--- src/rtl/tlsh_pkg.sv ---
// Types and constants shared by the target lock block.
// No dependencies; compile first.
package tlsh_pkg;

  localparam int unsigned IdW     = 8;   // track id width
  localparam int unsigned HistW   = 10;  // history length width
  localparam int unsigned CntW    = 8;   // pending / cooldown counter width
  localparam int unsigned CfgIdxW = 2;   // configuration register index width

  localparam logic [CntW-1:0] CntMax        = {CntW{1'b1}};
  localparam logic [CntW-1:0] ConfirmReset  = CntW'(5);
  localparam logic [CntW-1:0] CooldownReset = CntW'(5);

  typedef enum logic [CfgIdxW-1:0] {
    CFG_CONFIRM  = CfgIdxW'(0),
    CFG_COOLDOWN = CfgIdxW'(1)
  } cfg_reg_e;

  typedef struct packed {
    logic [IdW-1:0]   track_id;
    logic             eligible;
    logic             ready_to_hit;
    logic [HistW-1:0] history_len;
    logic             frame_end;
  } cand_t;

  typedef struct packed {
    logic            target_valid;
    logic [IdW-1:0]  target_id;
    logic            switched;
    logic [CntW-1:0] pending_count;
    logic [CntW-1:0] cooldown_left;
  } res_t;

  // Present lock, fed back to the accumulator
  typedef struct packed {
    logic           valid;
    logic [IdW-1:0] id;
  } lock_t;

  // One candidate leaving the accumulator, with the frame summary merged in
  typedef struct packed {
    logic           valid;
    logic           frame_end;
    logic           best_valid;
    logic [IdW-1:0] best_id;
    logic           lock_seen;
  } step_t;

endpackage

--- src/rtl/tlsh_if.sv ---
// Handshake interfaces: candidate requests, result requests and register writes.
// Depends on tlsh_pkg.
interface tlsh_cand_if;
  logic                       valid;
  logic                       ready;
  logic [tlsh_pkg::IdW-1:0]   track_id;
  logic                       eligible;
  logic                       ready_to_hit;
  logic [tlsh_pkg::HistW-1:0] history_len;
  logic                       frame_end;

  modport source (output valid, track_id, eligible, ready_to_hit, history_len, frame_end,
                  input ready);
  modport sink   (input valid, track_id, eligible, ready_to_hit, history_len, frame_end,
                  output ready);
endinterface

interface tlsh_res_if;
  logic                      valid;
  logic                      ready;
  logic                      target_valid;
  logic [tlsh_pkg::IdW-1:0]  target_id;
  logic                      switched;
  logic [tlsh_pkg::CntW-1:0] pending_count;
  logic [tlsh_pkg::CntW-1:0] cooldown_left;

  modport source (output valid, target_valid, target_id, switched, pending_count,
                  cooldown_left, input ready);
  modport sink   (input valid, target_valid, target_id, switched, pending_count,
                  cooldown_left, output ready);
endinterface

interface tlsh_cfg_if;
  logic                         valid;
  logic                         ready;
  logic [tlsh_pkg::CfgIdxW-1:0] index;
  logic [tlsh_pkg::CntW-1:0]    data;

  modport source (output valid, index, data, input ready);
  modport sink   (input valid, index, data, output ready);
endinterface

--- src/rtl/tlsh_frame_acc.sv ---
// Input register and per-frame accumulator (running best, lock seen).
// Depends on tlsh_pkg and tlsh_if.
module tlsh_frame_acc (
  input  logic               clk_i,
  input  logic               rst_ni,
  tlsh_cand_if.sink          cand_i,
  input  logic               out_free_i,
  input  tlsh_pkg::lock_t    lock_i,
  output tlsh_pkg::step_t    step_o
);

  logic                       s1_valid_q;
  tlsh_pkg::cand_t            s1_q;
  logic                       adv;

  logic                       best_valid_q, best_valid_d;
  logic [tlsh_pkg::IdW-1:0]   best_id_q, best_id_d;
  logic [tlsh_pkg::HistW-1:0] best_len_q, best_len_d;
  logic                       seen_q, seen_d;
  logic                       take;

  // a frame-end item needs a free result slot to move on
  assign adv          = s1_valid_q && (!s1_q.frame_end || out_free_i);
  assign cand_i.ready = !s1_valid_q || adv;

  always_comb begin
    take = s1_q.eligible && s1_q.ready_to_hit &&
           (!best_valid_q || (s1_q.history_len > best_len_q));
    seen_d = seen_q ||
             (s1_q.eligible && lock_i.valid && (s1_q.track_id == lock_i.id));
    best_valid_d = best_valid_q || take;
    best_id_d    = take ? s1_q.track_id    : best_id_q;
    best_len_d   = take ? s1_q.history_len : best_len_q;
  end

  assign step_o.valid      = adv;
  assign step_o.frame_end  = s1_q.frame_end;
  assign step_o.best_valid = best_valid_d;
  assign step_o.best_id    = best_id_d;
  assign step_o.lock_seen  = seen_d;

  always_ff @(posedge clk_i or negedge rst_ni) begin
    if (!rst_ni) begin
      s1_valid_q   <= 1'b0;
      best_valid_q <= 1'b0;
      best_id_q    <= '0;
      best_len_q   <= '0;
      seen_q       <= 1'b0;
    end else begin
      if (cand_i.ready) begin
        s1_valid_q <= cand_i.valid;
      end
      if (adv) begin
        if (s1_q.frame_end) begin
          best_valid_q <= 1'b0;
          best_id_q    <= '0;
          best_len_q   <= '0;
          seen_q       <= 1'b0;
        end else begin
          best_valid_q <= best_valid_d;
          best_id_q    <= best_id_d;
          best_len_q   <= best_len_d;
          seen_q       <= seen_d;
        end
      end
    end
  end

  // payload register, no reset
  always_ff @(posedge clk_i) begin
    if (cand_i.ready && cand_i.valid) begin
      s1_q.track_id     <= cand_i.track_id;
      s1_q.eligible     <= cand_i.eligible;
      s1_q.ready_to_hit <= cand_i.ready_to_hit;
      s1_q.history_len  <= cand_i.history_len;
      s1_q.frame_end    <= cand_i.frame_end;
    end
  end

endmodule

--- src/rtl/tlsh_decide.sv ---
// Frame-end lock decision, hysteresis counters, config registers, result register.
// Depends on tlsh_pkg and tlsh_if.
module tlsh_decide (
  input  logic               clk_i,
  input  logic               rst_ni,
  input  tlsh_pkg::step_t    step_i,
  output logic               out_free_o,
  output tlsh_pkg::lock_t    lock_o,
  tlsh_cfg_if.sink           cfg_i,
  tlsh_res_if.source         res_o
);

  logic [tlsh_pkg::CntW-1:0] confirm_frames_q, cool_len_q;

  logic                      lock_valid_q, lock_valid_d;
  logic [tlsh_pkg::IdW-1:0]  lock_id_q, lock_id_d;
  logic                      pend_valid_q, pend_valid_d;
  logic [tlsh_pkg::IdW-1:0]  pend_id_q, pend_id_d;
  logic [tlsh_pkg::CntW-1:0] pend_frames_q, pend_frames_d;
  logic [tlsh_pkg::CntW-1:0] cool_q, cool_d;
  logic [tlsh_pkg::CntW-1:0] cool_dec, pend_next;

  logic                      out_valid_q;
  tlsh_pkg::res_t            out_q, out_d;
  logic                      decide;

  assign out_free_o = !out_valid_q || res_o.ready;
  assign decide     = step_i.valid && step_i.frame_end;
  assign lock_o.valid = lock_valid_q;
  assign lock_o.id    = lock_id_q;
  assign cfg_i.ready  = 1'b1;

  assign cool_dec = (cool_q != '0) ? cool_q - tlsh_pkg::CntW'(1) : cool_q;

  always_comb begin
    lock_valid_d  = lock_valid_q;
    lock_id_d     = lock_id_q;
    pend_valid_d  = pend_valid_q;
    pend_id_d     = pend_id_q;
    pend_frames_d = pend_frames_q;
    cool_d        = cool_q;
    pend_next     = '0;
    out_d         = '0;

    priority if (!step_i.best_valid) begin
      pend_valid_d  = 1'b0;
      pend_id_d     = '0;
      pend_frames_d = '0;
      cool_d        = cool_dec;
      if (step_i.lock_seen) begin
        out_d.target_valid = 1'b1;
        out_d.target_id    = lock_id_q;
      end else begin
        lock_valid_d = 1'b0;
        lock_id_d    = '0;
      end
    end else if (!step_i.lock_seen) begin
      // fresh acquisition
      lock_valid_d       = 1'b1;
      lock_id_d          = step_i.best_id;
      pend_valid_d       = 1'b0;
      pend_id_d          = '0;
      pend_frames_d      = '0;
      cool_d             = '0;
      out_d.target_valid = 1'b1;
      out_d.target_id    = step_i.best_id;
      out_d.switched     = 1'b1;
    end else if (lock_id_q == step_i.best_id) begin
      pend_valid_d       = 1'b0;
      pend_id_d          = '0;
      pend_frames_d      = '0;
      cool_d             = cool_dec;
      out_d.target_valid = 1'b1;
      out_d.target_id    = lock_id_q;
    end else if (cool_q != '0) begin
      // switch refused during cooldown
      cool_d             = cool_dec;
      pend_valid_d       = 1'b0;
      pend_id_d          = '0;
      pend_frames_d      = '0;
      out_d.target_valid = 1'b1;
      out_d.target_id    = lock_id_q;
    end else begin
      // challenger must win enough consecutive frames
      if (pend_valid_q && (pend_id_q == step_i.best_id)) begin
        pend_next = (pend_frames_q != tlsh_pkg::CntMax) ?
                    pend_frames_q + tlsh_pkg::CntW'(1) : pend_frames_q;
      end else begin
        pend_next = tlsh_pkg::CntW'(1);
      end
      if (pend_next >= confirm_frames_q) begin
        lock_valid_d       = 1'b1;
        lock_id_d          = step_i.best_id;
        pend_valid_d       = 1'b0;
        pend_id_d          = '0;
        pend_frames_d      = '0;
        cool_d             = cool_len_q;
        out_d.switched     = 1'b1;
        out_d.target_id    = step_i.best_id;
      end else begin
        pend_valid_d       = 1'b1;
        pend_id_d          = step_i.best_id;
        pend_frames_d      = pend_next;
        out_d.target_id    = lock_id_q;
      end
      out_d.target_valid = 1'b1;
    end

    out_d.pending_count = pend_frames_d;
    out_d.cooldown_left = cool_d;
  end

  always_ff @(posedge clk_i or negedge rst_ni) begin
    if (!rst_ni) begin
      confirm_frames_q  <= tlsh_pkg::ConfirmReset;
      cool_len_q        <= tlsh_pkg::CooldownReset;
      lock_valid_q      <= 1'b0;
      lock_id_q         <= '0;
      pend_valid_q      <= 1'b0;
      pend_id_q         <= '0;
      pend_frames_q     <= '0;
      cool_q            <= '0;
      out_valid_q       <= 1'b0;
    end else begin
      if (cfg_i.valid) begin
        unique case (cfg_i.index)
          tlsh_pkg::CFG_CONFIRM:  confirm_frames_q  <= cfg_i.data;
          tlsh_pkg::CFG_COOLDOWN: cool_len_q        <= cfg_i.data;
          default: ;
        endcase
      end
      if (decide) begin
        lock_valid_q  <= lock_valid_d;
        lock_id_q     <= lock_id_d;
        pend_valid_q  <= pend_valid_d;
        pend_id_q     <= pend_id_d;
        pend_frames_q <= pend_frames_d;
        cool_q        <= cool_d;
      end
      if (out_free_o) begin
        out_valid_q <= decide;
      end
    end
  end

  always_ff @(posedge clk_i) begin
    if (decide) begin
      out_q <= out_d;
    end
  end

  assign res_o.valid         = out_valid_q;
  assign res_o.target_valid  = out_q.target_valid;
  assign res_o.target_id     = out_q.target_id;
  assign res_o.switched      = out_q.switched;
  assign res_o.pending_count = out_q.pending_count;
  assign res_o.cooldown_left = out_q.cooldown_left;

  // no result without a target carries an id
  a_idle_id_zero: assert property (@(posedge clk_i) disable iff (!rst_ni)
    out_valid_q && !out_q.target_valid |-> out_q.target_id == '0)
    else $error("target_id not zero without target");

  // a shown switch matches the held lock
  a_switch_lock: assert property (@(posedge clk_i) disable iff (!rst_ni)
    out_valid_q && out_q.switched |->
      out_q.target_valid && lock_valid_q && (out_q.target_id == lock_id_q))
    else $error("switch result disagrees with lock");

  // pending flag and count move together
  a_pend_cnt: assert property (@(posedge clk_i) disable iff (!rst_ni)
    pend_valid_q == (pend_frames_q != '0))
    else $error("pending flag and count disagree");

  // cleared lock carries no id
  a_lock_id: assert property (@(posedge clk_i) disable iff (!rst_ni)
    !lock_valid_q |-> lock_id_q == '0)
    else $error("lock id held without lock");

  // lock state only moves on a frame decision
  a_lock_stable: assert property (@(posedge clk_i) disable iff (!rst_ni)
    !decide |=> $stable(lock_id_q) && $stable(cool_q))
    else $error("lock state moved outside a decision");

endmodule

--- src/rtl/target_lock_with_switch_hysteresis.sv ---
// Top level of the target lock block with switch hysteresis.
// Depends on tlsh_pkg, tlsh_if, tlsh_frame_acc and tlsh_decide.
//
// Use:
//  - cand_i carries one candidate track per request (id, eligible, ready-to-hit,
//    history length, frame_end). The last candidate of a frame has frame_end set.
//  - res_o gives exactly one result request per frame, for the frame_end
//    candidate: target valid/id, switched flag, pending count, cooldown left.
//    Candidates without frame_end give no result.
//  - cfg_i writes confirm_frames (index 0) and the cooldown length (index 1);
//    other indexes are accepted and dropped. Write only while idle.
// Timing:
//  - a candidate is taken into the input register and folded into the running
//    best from there; a frame_end candidate's result is registered once the
//    result register is free, and res_o.valid comes from that register.
//  - one candidate per cycle sustained while res_o takes its results.
// Stall: while a result sits untaken, a following frame_end candidate holds in
//  the input register and blocks cand_i; candidates ahead of it flow through.
// Reset: lock, pending, cooldown and frame accumulators clear; both
//  registers return to 5. Config port is always ready.
module target_lock_with_switch_hysteresis (
  input  logic       clk_i,
  input  logic       rst_ni,
  tlsh_cand_if.sink  cand_i,
  tlsh_cfg_if.sink   cfg_i,
  tlsh_res_if.source res_o
);

  tlsh_pkg::step_t step;
  tlsh_pkg::lock_t lock;
  logic            out_free;

  // candidate register and frame accumulator
  tlsh_frame_acc u_acc (
    .clk_i      (clk_i),
    .rst_ni     (rst_ni),
    .cand_i     (cand_i),
    .out_free_i (out_free),
    .lock_i     (lock),
    .step_o     (step)
  );

  // lock decision, counters and result register
  tlsh_decide u_decide (
    .clk_i      (clk_i),
    .rst_ni     (rst_ni),
    .step_i     (step),
    .out_free_o (out_free),
    .lock_o     (lock),
    .cfg_i      (cfg_i),
    .res_o      (res_o)
  );

endmodule

--- src/flat_wrapper.sv ---
// flat-port wrapper written by rule: the top's interface ports become plain ports
module target_lock_with_switch_hysteresis_flat 
  (clk_i, rst_ni, cand_i_valid, cand_i_track_id, cand_i_eligible, cand_i_ready_to_hit, cand_i_history_len, cand_i_frame_end, cand_i_ready, cfg_i_valid, cfg_i_index, cfg_i_data, cfg_i_ready, res_o_valid, res_o_target_valid, res_o_target_id, res_o_switched, res_o_pending_count, res_o_cooldown_left, res_o_ready);
  tlsh_cand_if cand_i_i ();
  tlsh_cfg_if cfg_i_i ();
  tlsh_res_if res_o_i ();
  input  logic clk_i;
  input  logic rst_ni;
  input wire logic [$bits(cand_i_i.valid)-1:0] cand_i_valid;
  input wire logic [$bits(cand_i_i.track_id)-1:0] cand_i_track_id;
  input wire logic [$bits(cand_i_i.eligible)-1:0] cand_i_eligible;
  input wire logic [$bits(cand_i_i.ready_to_hit)-1:0] cand_i_ready_to_hit;
  input wire logic [$bits(cand_i_i.history_len)-1:0] cand_i_history_len;
  input wire logic [$bits(cand_i_i.frame_end)-1:0] cand_i_frame_end;
  output wire logic [$bits(cand_i_i.ready)-1:0] cand_i_ready;
  input wire logic [$bits(cfg_i_i.valid)-1:0] cfg_i_valid;
  input wire logic [$bits(cfg_i_i.index)-1:0] cfg_i_index;
  input wire logic [$bits(cfg_i_i.data)-1:0] cfg_i_data;
  output wire logic [$bits(cfg_i_i.ready)-1:0] cfg_i_ready;
  output wire logic [$bits(res_o_i.valid)-1:0] res_o_valid;
  output wire logic [$bits(res_o_i.target_valid)-1:0] res_o_target_valid;
  output wire logic [$bits(res_o_i.target_id)-1:0] res_o_target_id;
  output wire logic [$bits(res_o_i.switched)-1:0] res_o_switched;
  output wire logic [$bits(res_o_i.pending_count)-1:0] res_o_pending_count;
  output wire logic [$bits(res_o_i.cooldown_left)-1:0] res_o_cooldown_left;
  input wire logic [$bits(res_o_i.ready)-1:0] res_o_ready;
  assign cand_i_i.valid = cand_i_valid;
  assign cand_i_i.track_id = cand_i_track_id;
  assign cand_i_i.eligible = cand_i_eligible;
  assign cand_i_i.ready_to_hit = cand_i_ready_to_hit;
  assign cand_i_i.history_len = cand_i_history_len;
  assign cand_i_i.frame_end = cand_i_frame_end;
  assign cand_i_ready = cand_i_i.ready;
  assign cfg_i_i.valid = cfg_i_valid;
  assign cfg_i_i.index = cfg_i_index;
  assign cfg_i_i.data = cfg_i_data;
  assign cfg_i_ready = cfg_i_i.ready;
  assign res_o_valid = res_o_i.valid;
  assign res_o_target_valid = res_o_i.target_valid;
  assign res_o_target_id = res_o_i.target_id;
  assign res_o_switched = res_o_i.switched;
  assign res_o_pending_count = res_o_i.pending_count;
  assign res_o_cooldown_left = res_o_i.cooldown_left;
  assign res_o_i.ready = res_o_ready;
  target_lock_with_switch_hysteresis u_core (.clk_i(clk_i), .rst_ni(rst_ni), .cand_i(cand_i_i), .cfg_i(cfg_i_i), .res_o(res_o_i));
endmodule
--- config.mk ---
export PLATFORM = sky130hd
export DESIGN_NAME = target_lock_with_switch_hysteresis_flat
export DESIGN_NICKNAME = d
export VERILOG_FILES = /design/src/rtl/tlsh_pkg.sv /design/src/rtl/tlsh_if.sv /design/src/rtl/tlsh_frame_acc.sv /design/src/rtl/tlsh_decide.sv /design/src/rtl/target_lock_with_switch_hysteresis.sv /design/src/flat_wrapper.sv
export SDC_FILE = /design/constraint.sdc
export NUM_CORES = 1
export LEC_CHECK = 0
export ABC_AREA = 1
export BUFFER_PORTS_ARGS = -buffer_cell sky130_fd_sc_hd__buf_4
export CORE_ASPECT_RATIO = 0.6
export CORE_UTILIZATION = 54
export DETAILED_ROUTE_END_ITERATION = 10
export GPL_TIMING_DRIVEN = 0
export PLACE_DENSITY = 0.74
export SLEW_MARGIN = 20
export SYNTH_ARGS = -nofsm -noshare
export SYNTH_HDL_FRONTEND = slang
export SYNTH_SLANG_ARGS = --single-unit
--- constraint.sdc ---
create_clock -name clk_i -period 5.35 [get_ports clk_i]
set_input_delay 1.07 -clock clk_i [delete_from_list [all_inputs] [get_ports clk_i]]
set_output_delay 1.07 -clock clk_i [all_outputs]
set_load 0.01 [all_outputs]
# Yosys cells after proc, flatten, opt, wreduce, memory -nomap -nowiden
# Cells that the tools add are included.
dict set report word_totals {
  ff_bits 119
  inputBits 36
  out_inout_bits 29
  wordCells 116
}
dict set report classes {
  n_addsub 2
  order_cmp 2
  eq_ne 9
  n_mux 53
  reduce_logical 26
}
# operator n
set ops {}
lappend ops {{8-bit 2-to-1 mux} 32}
lappend ops {{10-bit 2-to-1 mux} 3}
lappend ops {{8-bit equality test} 3}
lappend ops {{9-bit 2-to-1 mux} 2}
lappend ops {{1-bit 2-to-1 mux} 16}
lappend ops {{10-bit greater-than comparator} 1}
lappend ops {{8-bit by 1-bit adder with 8-bit output, second input constant} 1}
lappend ops {{8-bit greater-or-equal comparator} 1}
lappend ops {{1-bit logical AND} 8}
lappend ops {{2-bit != test, second input constant} 4}
lappend ops {{8-bit != test, second input constant} 1}
lappend ops {{8-bit nonzero test} 1}
lappend ops {{8-bit by 1-bit subtractor with 8-bit output, second input constant} 1}
lappend ops {{1-bit logical OR} 6}
lappend ops {{2-bit AND reduction} 3}
lappend ops {{5-bit AND reduction} 1}
lappend ops {{1-bit logical NOT} 4}
lappend ops {{4-bit AND reduction} 1}
lappend ops {{2-bit by 1-bit equality test with 1-bit output, second input constant} 1}
lappend ops {{2-bit logical NOT} 1}
lappend ops {{2-bit nonzero test} 1}

# Longest topological paths before layout
# Gate-level depths: netlist (run 1).
dict set report logic_depth {
  depth_word 17
  depth_mapped 37
  depth_no_buf 37
}

# By module
# Synthesis (run 1) repeated with hierarchy kept, for this count alone.
dict set report unflattened {
  cells_unflattened 772
  hier_area_um2 6546.3
}
# mod n_inst cells_each area_per_inst_um2 seq_area_each_um2
set by_module_without_submodules {}
lappend by_module_without_submodules {tlsh_decide 1 540 4386.7 2062.0}
lappend by_module_without_submodules {tlsh_frame_acc 1 232 2159.6 1156.1}

# Least setup slack after synthesis (run 1)
# Ideal clock, no wire load.
dict set report synth_timing {
  path_kind {register to register}
  from {register u_core.u_acc.s1_q[10] (netlist bit)}
  to {register u_core.u_decide.lock_id_q[6] (netlist bit)}
  setup_time_ns 0.076
  arrival_time_ns 3.936
  required_ns 5.274
  setup_slack_ns 1.338
  stages_incl_launch_ff 30
  n_path_buf 3
  period_less_slack_ns 4.012
  path_cell_list {edfxtp_1 ha_1 nand2_1 nor2_2 nand3_1 nand3_1 nand2_2 nand2_4 nand2_4 buf_8 nand2_2 nand2_2 o21ai_0 nor2_1 nand2_1 inv_1 nand2_1 buf_4 nor2_4 ha_1 a21oi_1 nor2_1 a211oi_1 nand3_1 nor2_1 clkbuf_1 nor2_1 a211oi_1 nand2_1 o21ai_1}
}
dict set report synth_via {
  elab_chain_cells 17
  elab_cells_between_ends 22
  cone_classes {order compare (2); eq/ne (4); mux (11); reduce/logical (5)}
}
# item line_no
set synth_rtl {}
lappend synth_rtl {{start, declared} tlsh_frame_acc.sv:13} ;# tlsh_pkg::cand_t s1_q;
lappend synth_rtl {{10-bit greater-than comparator *} tlsh_frame_acc.sv:28} ;# (!best_valid_q || (s1_q.history_len > best_len_q));
lappend synth_rtl {{1-bit logical OR *} tlsh_frame_acc.sv:28}
lappend synth_rtl {{1-bit logical AND *} tlsh_frame_acc.sv:27} ;# take = s1_q.eligible && s1_q.ready_to_hit &&
lappend synth_rtl {{8-bit 2-to-1 mux} tlsh_frame_acc.sv:32} ;# best_id_d = take ? s1_q.track_id : best_id_q;
lappend synth_rtl {{8-bit equality test} tlsh_decide.sv:85} ;# if (pend_valid_q && (pend_id_q == step_i.best_id)) begin
lappend synth_rtl {{1-bit logical AND} tlsh_decide.sv:85}
lappend synth_rtl {{8-bit 2-to-1 mux} tlsh_decide.sv:85}
lappend synth_rtl {{8-bit 2-to-1 mux} tlsh_decide.sv:75} ;# end else if (cool_q != '0) begin
lappend synth_rtl {{8-bit 2-to-1 mux} tlsh_decide.sv:68} ;# end else if (lock_id_q == step_i.best_id) begin
lappend synth_rtl {{8-bit 2-to-1 mux} tlsh_decide.sv:57} ;# end else if (!step_i.lock_seen) begin
lappend synth_rtl {{8-bit 2-to-1 mux} tlsh_decide.sv:45} ;# priority if (!step_i.best_valid) begin
lappend synth_rtl {{8-bit greater-or-equal comparator} tlsh_decide.sv:91} ;# if (pend_next >= confirm_frames_q) begin
lappend synth_rtl {{8-bit 2-to-1 mux} n/a}
lappend synth_rtl {{8-bit 2-to-1 mux} tlsh_decide.sv:75}
lappend synth_rtl {{8-bit 2-to-1 mux} tlsh_decide.sv:68}
lappend synth_rtl {{8-bit 2-to-1 mux} tlsh_decide.sv:57}
lappend synth_rtl {{8-bit 2-to-1 mux} tlsh_decide.sv:45}
lappend synth_rtl {{end signal, assigned} tlsh_decide.sv:134} ;# lock_id_q <= lock_id_d;
lappend synth_rtl {{end, declared} tlsh_decide.sv:16} ;# logic [tlsh_pkg::IdW-1:0] lock_id_q, lock_id_d;
# Every way passes the cells marked *; elsewhere a longest branch is shown, timed or not. The select of a mux whose other input is x is not followed.
# A chain may end at the register's enable or synchronous reset.

# Final worst setup path (run 1)
dict set report layout_timing {
  from {register u_core.u_acc.s1_q[6] (netlist bit)}
  to {register u_core.u_decide.lock_id_q[6] (netlist bit)}
}
# Same word-level chain as after synthesis.

==> results of run 1 <==
[cell usage in the layout, fill, tap and decap left out, drive strengths merged, types with 9 or more instances in the layout]
master and count:
a211oi 9, a21oi 17, buf 73, clkbuf 32, dfrtp 68, edfxtp 47, ha 20, inv 110
nand2 209, nand3 50, nor2 67, o21ai 49, o22ai 27, xor2 12
[worst max path at each step]
stage / start / to / slack [ps] / depth (start not counted)
6_report: u_core.u_acc.s1_q[6]$_DFFE_PP_ / u_core.u_decide.lock_id_q[6]$_DFFE_PN0P_ / 440 / 29
5_1_grt: u_core.u_acc.s1_q[6]$_DFFE_PP_ / u_core.u_decide.lock_id_q[6]$_DFFE_PN0P_ / 7 / 30
4_1_cts: u_core.u_acc.s1_q[10]$_DFFE_PP_ / u_core.u_decide.lock_id_q[6]$_DFFE_PN0P_ / 230 / 29
3_5_place_dp: u_core.u_acc.s1_q[10]$_DFFE_PP_ / u_core.u_decide.lock_id_q[6]$_DFFE_PN0P_ / 390 / 29
3_3_place_gp: u_core.u_acc.s1_q[10]$_DFFE_PP_ / u_core.u_decide.lock_id_q[6]$_DFFE_PN0P_ / 520 / 29
2_1_floorplan: u_core.u_acc.s1_q[10]$_DFFE_PP_ / u_core.u_decide.lock_id_q[6]$_DFFE_PN0P_ / 1340 / 29
[stage by stage]
stage               hold WS [ps]  utilization
floorplan                    442            -
finish                       491        0.671
global route                 508        0.671
global placement             465        0.619
CTS                          480        0.671
detailed placement           463        0.622
[cell type report]
class	instances	area [um2]	share of cell area
multi-input combinational	501	2650	0.346
buffer	18	120	0.0157
clock inverter	8	76.3	0.00997
inverter	110	413	0.0539
tap	160	200	0.0261
clock buffer	23	479	0.0626
timing repair buffer	64	500	0.0654
sequential	119	3220	0.420
[routing by layer]
metal | wire length [um] | part of all wire | global-route usage | vias to the layer above
met2 | 6580 | 0.41 | 0.409 | 252
met3 | 1730 | 0.11 | 0.0878 | 15
met1 | 7550 | 0.47 | 0.418 | 2553
li1 | - | - | - | 2618
met5 | 0 | 0 | 0 | -
met4 | 114 | 0.0071 | 0.0704 | 0
[timing repair]
item,CTS,global route
hold buffers,0,0
resized for setup,0,3
setup endpoints to repair,0,8
setup buffers,0,0
[worst register-to-register path: cells and delay by family (launching register included)]
kind            cells  cell delay [ps]
compound gates      5              820
flops               1              400
buf+inv             4              770
simple gates       18             2220
fa+ha+maj           2              640
[logic make-up after synthesis]
family | count (synthesis) | share of synthesized area
buf+inv | 128 | 0.0830
mux | 1 | 0.00157
flops | 119 | 0.503
compound gates | 115 | 0.109
simple gates | 349 | 0.243
fa+ha+maj | 20 | 0.0391
xor+xnor | 15 | 0.0205
other cells | 1 | 0.000586
[power by group through the flow]
stage | registers [W] | logic, W | clock network [W]
2_1_floorplan | 0.00116 | 0.000503 | 0
3_3_place_gp | 0.00116 | 0.000694 | 0
3_5_place_dp | 0.00116 | 0.000723 | 0
4_1_cts | 0.00115 | 0.000730 | 0.00109
5_1_grt | 0.00116 | 0.000839 | 0.00114
6_report | 0.00115 | 0.000740 | 0.00108
[sequential cells by signal, indices dropped and copies added (netlist names), 8 cells and up]
signal and count:
u_core.u_decide.pend_frames_q 8, u_core.u_decide.confirm_frames_q 8, u_core.u_acc.best_len_q 10, u_core.u_acc.s1_q 20
u_core.u_decide.res_o.pending_count 8, u_core.u_decide.res_o.cooldown_left 8, u_core.u_decide.lock_id_q 8, u_core.u_acc.best_id_q 8
u_core.u_decide.cool_len_q 8, u_core.u_decide.cool_q 8, u_core.u_decide.res_o.target_id 8, u_core.u_decide.pend_id_q 8
==> results.md, run 1 <==
- Post-route cell area: 0.00766 mm2
- Clk buf depth: 2
- Placeable Area: roughly 0.011 mm2
- CP required: 5680 ps
- Vias per Instance: 5.42
- Port Buf Inserts: 63
- Crit path max-delay family: simple AND/OR/NAND/NOR gates
- Actual slew at the worst max-slew pin: 951 ps
- Total GRT Usage: 0.285
- Number of global-route vias before repair: 5286
- Fillers: 928
- Worst setup margin: 438 ps
- Syn Nets: between 800 and 900
- Worst path arrival time: 5240 ps
- GRT overflow: 0
- Gate Count Post-Synth: 748
- Leak Pwr: ~3.7 nW
- Reg-to-reg endpoint: u_core.u_decide.lock_id_q[6]$_DFFE_PN0P_
- CTS tree: done
- Crit Path Class: reg -> reg
- # IOs: 65
- Worst IR drop on VDD: approximately 0.00024 V
- Clk_lat worst skew: between 400 and 500 ps
- TritonCTS Buffers: 17
- FF-to-FF setup slack: 440 ps
- P_sw: 0.000951 W
- Synth unique cells: 43
- Post-route ant nets: 0
- Die area: 0.0123 mm2
- Share of power burned in registers: 0.387
- H-tree depth: 4
- Setup TNS: 0 ps
- Row count: 30
- Pins over their slew limit: 0
- Unrepaired setup endpoints after global routing: no
- DR WL/cell: 15.9 um
- Post-synthesis sequential area ratio: 0.503
- Critical Path End Type: register
- Pre-CTS setup slack: between 300 and 400 ps
- Cell Count, Final, Fillers Out: between 1k and 1.5k
- Hold Fails Final Rpt: 0
- Final min period: roughly 4900 ps
- Internal Power: between 0.002 and 0.0025 W
- Min-Delay Path Class: reg -> reg
- Initial antenna violation count: 0
- Synth top cells by count: nand2_1 (188), inv_1 (107), dfrtp_1 (68), nor2_1 (59), nand3_1 (49)
- Worst r2r src: u_core.u_acc.s1_q[6]$_DFFE_PP_
- WL final: 16000 um
- Skew final: 12.8 ps
- Detailed-route via count: 5438
- EDFF count, synth: 47
- Share of layout cells above drive strength 1: 0.176
- Clk pin slew, worst setup/hold paths: ~60 ps
- Initial Utilization: 0.560
- Setup-failing EPs final: 0
- Post-Syn Area: about 0.0064 mm2
- Die W: 142 um
- Worst path slowest cell: edfxtp_1
- Global-route wire length before repair: 26400 um
- Leading area contributor after synthesis: dfrtp_1
- Final RePlAce weighted congestion: 0.909
- Drt drc: 0
- Hold path startpoint: u_core.u_decide.pend_valid_q$_DFFE_PN0P_
- Worst-path fanout max: 10
- YS warnings: 0
- Die height: 86.3 um
- Post-synth top flop: dfrtp_1
- Worst r2r path cells: 29
- Overall Power: between 0.002 and 0.003 W
- Comb power frac: 0.249
- Post-synth top area share: 0.266
- CP peak stage delay: 400 ps
- N_diodes: 0
- F_max: 0.204 GHz
- Pwr/cell area: 388 mW/mm2
- Clock power share: 0.365
- Nets: 887
- Sink Count: 119
- Rel. slew slack: 0.366
- First-iteration detailed-routing DRC count: 652
- Mean Syn Cell Area: 8.55 um2
- Pin count of the biggest net entering global routing: 73
- Area Overhead vs Synth: 19.7%
- Fin crit share: 0.918
- Cell count after placement: 972
- Switching part of the total: 0.320
- Post-place instance area: just over 0.007 mm2
- Area contributors post-synth: dfrtp_1 (27%), edfxtp_1 (22%), nand2_1 (11%), inv_1 (6.3%), ha_1 (3.9%)
- Post-detail-place hpwl: 11600 um
- Async SR Flop Fraction: 0.605
- Startpoint types: register
- Hold Crit Depth: 2
- Outcome: completed
- Count leader, synth: nand2_1
- Clk root buf: clkbuf_16
- Worst path buffer plus inverter count: 4
- DR pass1 iterations: 5
- Hold worst-path end: u_core.u_decide.pend_valid_q$_DFFE_PN0P_
- Synthesized flop and latch total: about 120
- Max-Cap Viols: 0
Power figures use the tool's default switching activity.
==> run 2, diff against run 1 <==
Settings changed: REMOVE_ABC_BUFFERS from default to 1.
==> results.md, run 2 (same netlist as run 1, synthesis figures left out) <==
- Worst path arrival time: 5030 ps
- Clk root buf: clkbuf_16
- CP most frequent cell: nand2_1
- Worst path slowest cell: edfxtp_1
- Hold Fails Final Rpt: 0
- Top reg by flops: u_core.u_acc.s1_q
- CP peak stage delay: just over 400 ps
- Overall Power: roughly 0.003 W
- WL final: 15200 um
- Clock power share: 0.358
- Final RePlAce weighted congestion: 0.891
- GRT overflow: 0
- Most common cell after layout, fill and taps aside: nand2_1
- Row count: 30
- Port Buf Inserts: 63
- Worst-path fanout max: 17
- Minimum hold slack: 483 ps
- Die area: 0.0123 mm2
- Post-detail-place hpwl: 10600 um
- Pins over their slew limit: 0
- Post-route ant nets: 0
- CTS tree: done
- Post-route cell area: 0.00755 mm2
- Total GRT Usage: 0.269
- Area Overhead vs Synth: 18.0%
- Share of power burned in registers: 0.391
- Clk pin slew, worst setup/hold paths: 50 ps
- Number of global-route vias before repair: ~5k
- Skew final: 11.8 ps
- Multi-input logic area: 0.00266 mm2
- TritonCTS Buffers: 17
- Fin util: 0.661
- Rel. slew slack: 0.330
- Fin crit share: 0.912
- Crit Path Class: reg -> reg
- First-iteration detailed-routing DRC count: 520
- Final min period: 4880 ps
- Critical Path End Type: register
- Die W: 142 um
- Placeable Area: between 0.01 and 0.015 mm2
- F_max: around 0.20 GHz
- Post-place instance area: around 0.007 mm2
- Min-Delay Path Class: reg -> reg
- Share of layout cells above drive strength 1: 0.174
- P_sw: 0.000938 W
- Drt drc: 0
- Global-route wire length before repair: 25000 um
- Detailed-route via count: 5318
- Worst IR drop on VDD: ~0.00022 V
- Actual slew at the worst max-slew pin: approximately 1000 ps
- Max-Cap Viols: 0
- Max reg flops: 20
- Die height: 86.3 um
- Comb power frac: 0.251
- Outcome: completed
- N_diodes: 0
- Switching part of the total: 0.320
- Startpoint types: register
- Register area: between 0.003 and 0.004 mm2
- Pin count of the biggest net entering global routing: 73
- Vias per Instance: 5.38
- DR pass1 iterations: 6
- Initial Utilization: 0.560
- Clk buf depth: 2
- Unrepaired setup endpoints after global routing: no
- Fillers: just over 900
- Nets: 871
- Commonest non-fill, non-tap cells in the layout: nand2_1 (187), inv_1 (106), dfrtp_1 (68)
- # IOs: 65
- Regs by FF count: u_core.u_acc.s1_q: 20 flops, u_core.u_acc.best_len_q: 10 flops
- Pwr/cell area: 389 mW/mm2
- CP required: approximately 5500 ps
- H-tree depth: 4
- Internal Power: 0.00200 W
- Clk_lat worst skew: roughly 420 ps
- Setup TNS: 0 ps
- DR WL/cell: roughly 15 um
- Initial antenna violation count: 0
- Sink Count: 119
- Setup-failing EPs final: 0
- Leak Pwr: 3.66 nW
[run 2: cell types whose count changed in the layout (fill, tap and decap cells not counted), sizes merged]
cell | before | now
buf | 73 | 66
clkbuf | 32 | 22
clkinv | 3 | 7
clkinvlp | 4 | 3
inv | 110 | 109
[run 2: worst paths after layout]
| check | start | slack (ps) | to | depth (start not counted) |
|---|---|---|---|---|
| max reg2reg | u_core.u_acc.s1_q[10]$_DFFE_PP_ | 470 | u_core.u_decide.res_o.cooldown_left[0]$_DFFE_PP_ | 28 |
| max | u_core.u_acc.s1_q[10]$_DFFE_PP_ | 470 | u_core.u_decide.res_o.cooldown_left[0]$_DFFE_PP_ | 28 |
| min in group asynchronous | rst_ni | 810 | u_core.u_decide.cool_q[6]$_DFFE_PN0P_ | 1 |
| min | u_core.u_decide.cool_len_q[5]$_DFFE_PN0P_ | 480 | u_core.u_decide.cool_len_q[5]$_DFFE_PN0P_ | 2 |
| max in group asynchronous | rst_ni | 3910 | u_core.u_acc.best_id_q[1]$_DFFE_PN0P_ | 1 |
| min reg2reg | u_core.u_decide.cool_len_q[5]$_DFFE_PN0P_ | 480 | u_core.u_decide.cool_len_q[5]$_DFFE_PN0P_ | 2 |
[run 2: metal layers]
metal | GRT usage | part of all wire | vias up
met5 | 0 | 0 | -
met4 | 0.0753 | 0.011 | 0
met3 | 0.0635 | 0.086 | 19
met2 | 0.400 | 0.44 | 207
met1 | 0.392 | 0.46 | 2500
li1 | - | - | 2592
[run 2: stage by stage]
stage / instances / setup slack [ps]
after global routing: 988 / 86.1
final: 988 / 470
after CTS: 986 / 211
after detailed placement: 954 / 46.8
after global placement: 953 / 199
after floorplan: 730 / 1150
[run 2: area by class of cell]
type,count,area share
flip-flops and latches,119,0.426
well taps,160,0.0265
repair buffers,66,0.0673
clock inverters,10,0.0106
clock buffers,22,0.0615
multi-input cells,501,0.353
inverters,110,0.0547
[run 2: timing repair]
action                                 CTS  global route
gates resized for setup                  1             4
endpoints found under the hold margin    0             0
cloned                                   0             0
setup endpoints to repair                7            50
hold buffers                             0             0
pin swaps                                0             1
buffers inserted                         0             2
[run 2: critical path, delay by kind of cell, from the launching register on]
kind                       cells  cell delay (ps)
and+or+nand+nor               19             2540
AOI/OAI and AO/OA              3              600
adders and majority gates      2              580
DFF                            1              410
buffers and inverters          3              290
xor gates and xnor gates       1              200
[run 2: power groups by stage]
| stage | combinational, W | sequential [W] | clock [W] |
|---|---|---|---|
| floorplan | 0.000492 | 0.00116 | 0 |
| global placement | 0.000671 | 0.00116 | 0 |
| detailed placement | 0.000700 | 0.00116 | 0 |
| CTS | 0.000718 | 0.00115 | 0.00106 |
| global route | 0.000823 | 0.00116 | 0.00110 |
| finish | 0.000737 | 0.00115 | 0.00105 |
